<file path="config.mk">
export PLATFORM = sky130hd
export DESIGN_NAME = preferred_slot_bitmap_allocator
export DESIGN_NICKNAME = d
export VERILOG_FILES = /design/src/rtl/core/psba_pkg.sv /design/src/rtl/core/preferred_slot_bitmap_allocator.sv
export SDC_FILE = /design/constraint.sdc
export NUM_CORES = 1
export LEC_CHECK = 0
export BUFFER_PORTS_ARGS = -buffer_cell sky130_fd_sc_hd__buf_2
export CORE_MARGIN = 2
export CORE_UTILIZATION = 35
export DETAILED_ROUTE_END_ITERATION = 8
export PLACE_DENSITY_LB_ADDON = 0.2
export SYNTH_ARGS = -nofsm -noshare
export SYNTH_HDL_FRONTEND = slang
export SYNTH_SLANG_ARGS = --single-unit
</file>
<file path="constraint.sdc">
create_clock -name clk -period 8 [get_ports clk]
set_clock_uncertainty 0.15 [all_clocks]
set_input_delay 1.6 -clock clk [delete_from_list [all_inputs] [get_ports clk]]
set_output_delay 1.6 -clock clk [all_outputs]
set_load 0.05 [all_outputs]
</file>
<file path="src/rtl/core/psba_pkg.sv">
// ----------------------------------------------------------------------------
// Preferred-slot bitmap allocator package
// Shared word geometry, register map and grant status codes.
// ----------------------------------------------------------------------------
package psba_pkg;

	localparam int SLOT_WORD_W = 16;
	localparam int SLOT_BIT_W  = 4;
	localparam int COUNT_W     = 9;
	localparam int PADDR_W     = 3;
	localparam int PDATA_W     = 32;

	localparam logic [COUNT_W-1:0] SLOT_COUNT_RST = 9'd200;

	localparam logic REG_SLOT_COUNT = 1'b0;

	typedef enum logic [1:0] {
		GRANT_WANTED = 2'd0,
		GRANT_LOWEST = 2'd1,
		GRANT_NONE   = 2'd2
	} grant_status_t;

endpackage

</file>
<file path="src/rtl/core/preferred_slot_bitmap_allocator.sv">
// Each scan of the free map reads one 16-slot word per cycle from the bitmap memory: one
// scan finds a free slot when the wanted slot is out of range or not free, another advances
// the lowest-free pointer after a grant. One transaction at a time; the next request is taken
// in the cycle after the result is registered, which waits while the previous response is
// still held. Reset sets slot_count to 200 and marks every slot free at once through per-word
// valid flags.
// ----------------------------------------------------------------------------
// Preferred-slot bitmap allocator
// Grants the requested slot when free, else the lowest free slot (or reports none), from a
// word-organised free map held in a synchronous memory.
// ----------------------------------------------------------------------------
module preferred_slot_bitmap_allocator #(
	parameter int MAX_SLOTS = 256
) (
	input  logic                             clk,
	input  logic                             arst_n,
	input  logic                             psel,
	input  logic                             penable,
	input  logic                             pwrite,
	input  logic [psba_pkg::PADDR_W-1:0]     paddr,
	input  logic [psba_pkg::PDATA_W-1:0]     pwdata,
	output logic [psba_pkg::PDATA_W-1:0]     prdata,
	output logic                             pready,
	input  logic                             req_valid,
	output logic                             req_ready,
	input  logic [psba_pkg::COUNT_W-1:0]     wanted_slot,
	output logic                             rsp_valid,
	input  logic                             rsp_ready,
	output psba_pkg::grant_status_t          grant_status,
	output logic [psba_pkg::COUNT_W-1:0]     granted_slot
);
	import psba_pkg::*;

	localparam int WORDS = (MAX_SLOTS + SLOT_WORD_W - 1) / SLOT_WORD_W;
	localparam int WA    = (WORDS > 1) ? $clog2(WORDS) : 1;
	localparam int LW    = $clog2(MAX_SLOTS + 2);
	localparam int XW    = ((LW > COUNT_W) ? LW : COUNT_W) + 2;

	typedef enum logic [2:0] {
		S_IDLE,
		S_WCHK,
		S_SCAN,
		S_ADV,
		S_EMIT
	} state_t;

	state_t                  state_q;
	logic                    adv_mode_q;
	logic [COUNT_W-1:0]      slot_count_q;
	logic [COUNT_W-1:0]      want_q;
	logic [LW-1:0]           lowest_q;
	grant_status_t           res_status_q;
	logic [COUNT_W-1:0]      res_slot_q;
	logic                    rsp_valid_q;
	grant_status_t           rsp_status_q;
	logic [COUNT_W-1:0]      rsp_slot_q;
	logic [WA-1:0]           ra_q;
	logic [WORDS-1:0]        word_valid_q;

	logic [SLOT_WORD_W-1:0]  mem [WORDS];
	logic [SLOT_WORD_W-1:0]  rd_data_s1;
	logic [WA-1:0]           rd_word_s1;
	logic                    rd_valid_s1;

	logic [XW-1:0]           n_x;
	logic [XW-1:0]           lowest_x;
	logic [XW-1:0]           req_x;
	logic [XW-1:0]           want_m1_x;
	logic [XW-1:0]           base_x;
	logic [XW-1:0]           found_slot_x;
	logic                    req_ok;
	logic                    low_gt_n;
	logic [SLOT_WORD_W-1:0]  eff;
	logic [SLOT_WORD_W-1:0]  mask;
	logic [SLOT_WORD_W-1:0]  cand;
	logic [SLOT_WORD_W-1:0]  clr_mask;
	logic [SLOT_BIT_W-1:0]   want_bit;
	logic [SLOT_BIT_W-1:0]   found_bit;
	logic                    want_free;
	logic                    found;
	logic                    word_end;
	logic                    wr_en;
	logic [WA-1:0]           rd_addr;
	logic [WA-1:0]           ra_next;
	logic                    rsp_load;
	logic                    cfg_write;

	function automatic logic [WA-1:0] word_of(input logic [XW-1:0] slot);
		logic [XW-1:0] idx;
		idx = (slot - XW'(1)) >> SLOT_BIT_W;
		if (idx > XW'(WORDS - 1)) begin
			idx = XW'(WORDS - 1);
		end
		return idx[WA-1:0];
	endfunction

	// Configuration port
	assign pready    = 1'b1;
	assign cfg_write = psel && penable && pwrite;
	assign prdata    = (paddr[2] == REG_SLOT_COUNT) ? PDATA_W'(slot_count_q) : '0;

	always_ff @(posedge clk or negedge arst_n) begin
		if (!arst_n) begin
			slot_count_q <= SLOT_COUNT_RST;
		end else if (cfg_write && paddr[2] == REG_SLOT_COUNT) begin
			slot_count_q <= pwdata[COUNT_W-1:0];
		end
	end

	// Bounds and request decode
	always_comb begin
		n_x = XW'(slot_count_q);
		if (n_x > XW'(MAX_SLOTS)) begin
			n_x = XW'(MAX_SLOTS);
		end
	end

	assign lowest_x  = XW'(lowest_q);
	assign req_x     = XW'(wanted_slot);
	assign req_ok    = (req_x != '0) && (req_x <= n_x);
	assign low_gt_n  = lowest_x > n_x;
	assign want_m1_x = XW'(want_q) - XW'(1);
	assign want_bit  = want_m1_x[SLOT_BIT_W-1:0];

	// Word evaluation on the registered read data
	assign eff       = rd_valid_s1 ? rd_data_s1 : '1;
	assign want_free = eff[want_bit];
	assign base_x    = XW'({rd_word_s1, {SLOT_BIT_W{1'b0}}}) + XW'(1);
	assign word_end  = (base_x + XW'(SLOT_WORD_W - 1)) >= n_x;

	always_comb begin
		for (int b = 0; b < SLOT_WORD_W; b++) begin
			mask[b] = ((base_x + XW'(b)) >= lowest_x) && ((base_x + XW'(b)) <= n_x);
		end
	end

	assign cand = eff & mask;

	always_comb begin
		found_bit = '0;
		for (int b = SLOT_WORD_W - 1; b >= 0; b--) begin
			if (cand[b]) begin
				found_bit = SLOT_BIT_W'(b);
			end
		end
	end

	assign found        = |cand;
	assign found_slot_x = base_x + XW'(found_bit);

	// Read-modify-write of the free map
	always_comb begin
		wr_en    = 1'b0;
		clr_mask = '0;
		if (state_q == S_WCHK && want_free) begin
			wr_en    = 1'b1;
			clr_mask = SLOT_WORD_W'(1) << want_bit;
		end else if (state_q == S_SCAN && !adv_mode_q && found) begin
			wr_en    = 1'b1;
			clr_mask = SLOT_WORD_W'(1) << found_bit;
		end
	end

	always_comb begin
		unique case (state_q)
			S_IDLE: begin
				rd_addr = req_ok ? word_of(req_x) : word_of(lowest_x);
			end
			S_WCHK, S_ADV: begin
				rd_addr = word_of(lowest_x);
			end
			S_SCAN, S_EMIT: begin
				rd_addr = ra_q;
			end
			default: begin
				rd_addr = ra_q;
			end
		endcase
	end

	assign ra_next = (rd_addr == WA'(WORDS - 1)) ? rd_addr : rd_addr + WA'(1);

	always_ff @(posedge clk) begin
		if (wr_en) begin
			mem[rd_word_s1] <= eff & ~clr_mask;
		end
		rd_data_s1  <= mem[rd_addr];
		rd_word_s1  <= rd_addr;
		rd_valid_s1 <= word_valid_q[rd_addr];
	end

	always_ff @(posedge clk or negedge arst_n) begin
		if (!arst_n) begin
			word_valid_q <= '0;
			ra_q         <= '0;
		end else begin
			ra_q <= ra_next;
			if (wr_en) begin
				word_valid_q[rd_word_s1] <= 1'b1;
			end
		end
	end

	// Sequencer and result register
	assign req_ready = (state_q == S_IDLE);
	assign rsp_load  = (state_q == S_EMIT) && (!rsp_valid_q || rsp_ready);

	always_ff @(posedge clk or negedge arst_n) begin
		if (!arst_n) begin
			state_q      <= S_IDLE;
			adv_mode_q   <= 1'b0;
			want_q       <= '0;
			lowest_q     <= LW'(1);
			res_status_q <= GRANT_NONE;
			res_slot_q   <= '0;
			rsp_valid_q  <= 1'b0;
			rsp_status_q <= GRANT_NONE;
			rsp_slot_q   <= '0;
		end else begin
			if (rsp_load) begin
				rsp_valid_q <= 1'b1;
			end else if (rsp_ready) begin
				rsp_valid_q <= 1'b0;
			end
			unique case (state_q)
				S_IDLE: begin
					if (req_valid) begin
						want_q     <= wanted_slot;
						adv_mode_q <= 1'b0;
						if (req_ok) begin
							state_q <= S_WCHK;
						end else if (low_gt_n) begin
							res_status_q <= GRANT_NONE;
							res_slot_q   <= '0;
							state_q      <= S_EMIT;
						end else begin
							state_q <= S_SCAN;
						end
					end
				end
				S_WCHK: begin
					if (want_free) begin
						res_status_q <= GRANT_WANTED;
						res_slot_q   <= want_q;
						state_q      <= S_ADV;
					end else if (low_gt_n) begin
						res_status_q <= GRANT_NONE;
						res_slot_q   <= '0;
						state_q      <= S_EMIT;
					end else begin
						state_q <= S_SCAN;
					end
				end
				S_SCAN: begin
					if (!adv_mode_q) begin
						if (found) begin
							res_status_q <= GRANT_LOWEST;
							res_slot_q   <= found_slot_x[COUNT_W-1:0];
							state_q      <= S_ADV;
						end else if (word_end) begin
							res_status_q <= GRANT_NONE;
							res_slot_q   <= '0;
							state_q      <= S_EMIT;
						end
					end else begin
						if (found) begin
							lowest_q <= found_slot_x[LW-1:0];
							state_q  <= S_EMIT;
						end else if (word_end) begin
							lowest_q <= LW'(n_x + XW'(1));
							state_q  <= S_EMIT;
						end
					end
				end
				S_ADV: begin
					adv_mode_q <= 1'b1;
					state_q    <= low_gt_n ? S_EMIT : S_SCAN;
				end
				S_EMIT: begin
					if (rsp_load) begin
						rsp_status_q <= res_status_q;
						rsp_slot_q   <= res_slot_q;
						state_q      <= S_IDLE;
					end
				end
				default: begin
					state_q <= S_IDLE;
				end
			endcase
		end
	end

	assign rsp_valid    = rsp_valid_q;
	assign grant_status = rsp_status_q;
	assign granted_slot = rsp_slot_q;

`ifndef NO_ASSERTIONS
	a_no_double_grant: assert property (@(posedge clk) disable iff (!arst_n)
		wr_en |-> (eff & clr_mask) != '0)
		else $error("slot granted twice");

	a_lowest_monotonic: assert property (@(posedge clk) disable iff (!arst_n)
		1'b1 |=> lowest_q >= $past(lowest_q))
		else $error("lowest free pointer moved backwards");

	a_none_is_zero: assert property (@(posedge clk) disable iff (!arst_n)
		(rsp_valid_q && rsp_status_q == GRANT_NONE) |-> rsp_slot_q == '0)
		else $error("no-slot result carries a slot number");

	a_grant_in_range: assert property (@(posedge clk) disable iff (!arst_n)
		(rsp_valid_q && rsp_status_q != GRANT_NONE) |->
			(rsp_slot_q != '0 && XW'(rsp_slot_q) <= n_x))
		else $error("granted slot outside the slot range");

	a_wanted_matches: assert property (@(posedge clk) disable iff (!arst_n)
		(rsp_load && res_status_q == GRANT_WANTED) |-> res_slot_q == want_q)
		else $error("wanted grant does not match the request");
`endif

endmodule
</file>
==> metrics <==
Yosys top cell area share 44.7%; vias in the first global route 11900; # H-tree levels 2; port buffer count 47; Crit path largest cell delay 860 ps; start point of the worst hold path word_valid_q[6]; GRT Util Overall 19.5%; r2r endpoint mem[0][4]; post-CTS setup buffers 0; initial antenna violation count 0; FF/Latch Area 9970 um^2; r2r setup slk 1440 ps; CTS sink cnt 351; Post-Syn Area 17200 um^2; WL per Instance 22.1 um; FP Rows 81; GP Congestion 0.871; CTS Hold Buffers Added 0; top cells by count, synth edfxtp_1 (256), nand2_1 (233), and3_1 (76); n_diodes 0; via count 12100; Die X 226 um; fin crit period 6560 ps; Synth area leader edfxtp_1; Pre-antenna DRT Iters 5; final WL 49.0 mm; Critical-path top delay cell dfrtp_1; cts bufs inserted 40; via/cell ratio 5.47; number of fill cells 4631; fin nets 1628; min-delay worst type flip-flop to flip-flop; WHS Path Cells 1; sequential element share of the synthesized area 57.9%; Root Driver clkbuf_16; Final Hold Viols 0; DRT antenna net count 0; Multi-input gate area 6670 um^2; Cell Chain, Critical Path inv_1 > nand2_1 > ha_1 > a21oi_1 > o22ai_1 > o2bb2ai_1 > a32oi_1 > nand4_1 > or3_1 > nand2_1 > nand2_1 > nand2_1 > nor3_2 > buf_4; asr flop ratio synth 21.1%; largest net degree at the start of global routing 69; most numerous cell in the Yosys netlist edfxtp_1; Worst setup SP type flip-flop; Synth Flop Type edfxtp_1; final slew viol count 0; Starting DRT DRC Count 1150; #FFs+latches synth 351; grt total ovfl 0; CP max FO 27; MaxCap Viol Count 0; top post-synthesis cells by area edfxtp_1 (45%), dfrtp_1 (9.9%), nand2_1 (5.1%); FF-to-FF Start slot_count_q[8]; Crit. End Element flip-flop; CTS resizes 0; CTS tree done; CTS max path bufs 3; first-pass GRT wire length 74.2 mm; Crit path arrival time 6680 ps; Die H 226 um; Synthesis Warnings 0; full die area 51000 um^2; R2R depth 14; Top Ports 97; Syn Area/Cell 11.8 um^2; Layout area overhead 13.5%; clock latency at the later pin of the worst-skew pair 580 ps; fraction of layout cells with a size suffix above 1 15.3%; cell count after synthesis 1465; Setup violations, final 0; Slew @ Worst Pin 1150 ps; CP most frequent cell nand2_1; CP Data Required Time 8120 ps; Core ar. 48700 um^2; Final period util 82.0%; synth unique cells 85; Initial Util 35.3%; WS Path Type flip-flop to flip-flop; achievable frequency 0.152 GHz; number of synthesized flops with an enable pin 256; hold worst-path end word_valid_q[6]; # DRC 0; Slew headroom 23.1%; CTS clk-pin slew, worst paths 60 ps; status completed; RSZ-0062 raised after global routing false; HPWL after DPL 32.1 mm; setup TNS 0 ps
-- final cells by class --
cell class / count / share of cell area (%)
clock buffer: 59 / 5.80
clock inverter: 15 / 0.928
inverter: 46 / 0.896
multi-input combinational: 988 / 34.1
sequential: 351 / 51.0
tap: 664 / 4.25
timing repair buffer: 93 / 2.98
-- sequential cells by signal (all words and copies together) (netlist names) --
register      count
adv_mode_q        1
grant_status      2
granted_slot      9
lowest_q          9
mem             256
ra_q              4
rd_data_s1       16
rd_valid_s1       1
rd_word_s1        4
res_slot_q        9
res_status_q      2
rsp_valid         1
slot_count_q      9
state_q           3
want_q            9
word_valid_q     16
-- worst max-delay path by stage --
| stage | from | endpoint | slack, ps | cells after the start |
|---|---|---|---|---|
| final | slot_count_q[8] | mem[0][4] | 1440 | 14 |
| after global routing | slot_count_q[8] | mem[2][7] | 990 | 14 |
| after CTS | slot_count_q[8] | mem[2][7] | 1530 | 14 |
| after detailed placement | slot_count_q[8] | mem[1][13] | 1550 | 14 |
| after global placement | slot_count_q[8] | mem[0][14] | 1560 | 14 |
| after floorplan | slot_count_q[8] | mem[0][0] | 2930 | 19 |
-- cell families after synthesis --
logic type	share of synthesized area, %
mux	5.63
flops	57.9
compound gates	12.4
buf+inv	4.00
other cells	0.0436
fa+ha+maj	4.14
xor+xnor	0.916
simple gates	14.9
-- worst max-delay path, delay by kind of cell (launching register included) --
kind,cells,cell delay [ps]
simple gates,7,2760
compound gates,4,1330
flops,1,860
buf+inv,2,800
fa+ha+maj,1,330
-- layer usage --
metal	global-route usage [%]	routed length, um	part of all wire [%]
met1	27.1	22300	46
met2	30.9	22400	46
met5	0	0	0
met3	3.21	2890	5.9
met4	6.67	1370	2.8
-- layout by cell type, fill, tap and decap left out, types with 38 or more instances in the layout --
cell type,count
nor2_1,56
and3_1,76
inv_1,44
nand3_1,38
clkbuf_16,41
ha_1,57
buf_2,46
mux2i_1,54
dfrtp_1,68
nand2_1,232
buf_4,47
edfxtp_1,256
-- through the flow --
step,cell area [um^2],setup slack (ps),hold slack (ps),utilization (%),std cells
after floorplan,17300,2930,283,-,1487
after global placement,18200,1560,297,37.4,2142
after detailed placement,18200,1550,303,37.4,2142
after CTS,19500,1530,318,40.1,2216
after global routing,19500,993,327,40.1,2216
final,19500,1440,315,40.1,2216
Power is left out: the tool's default activity adds up to more than one toggle a clock period on the data nets, which glitch-free logic cannot reach.
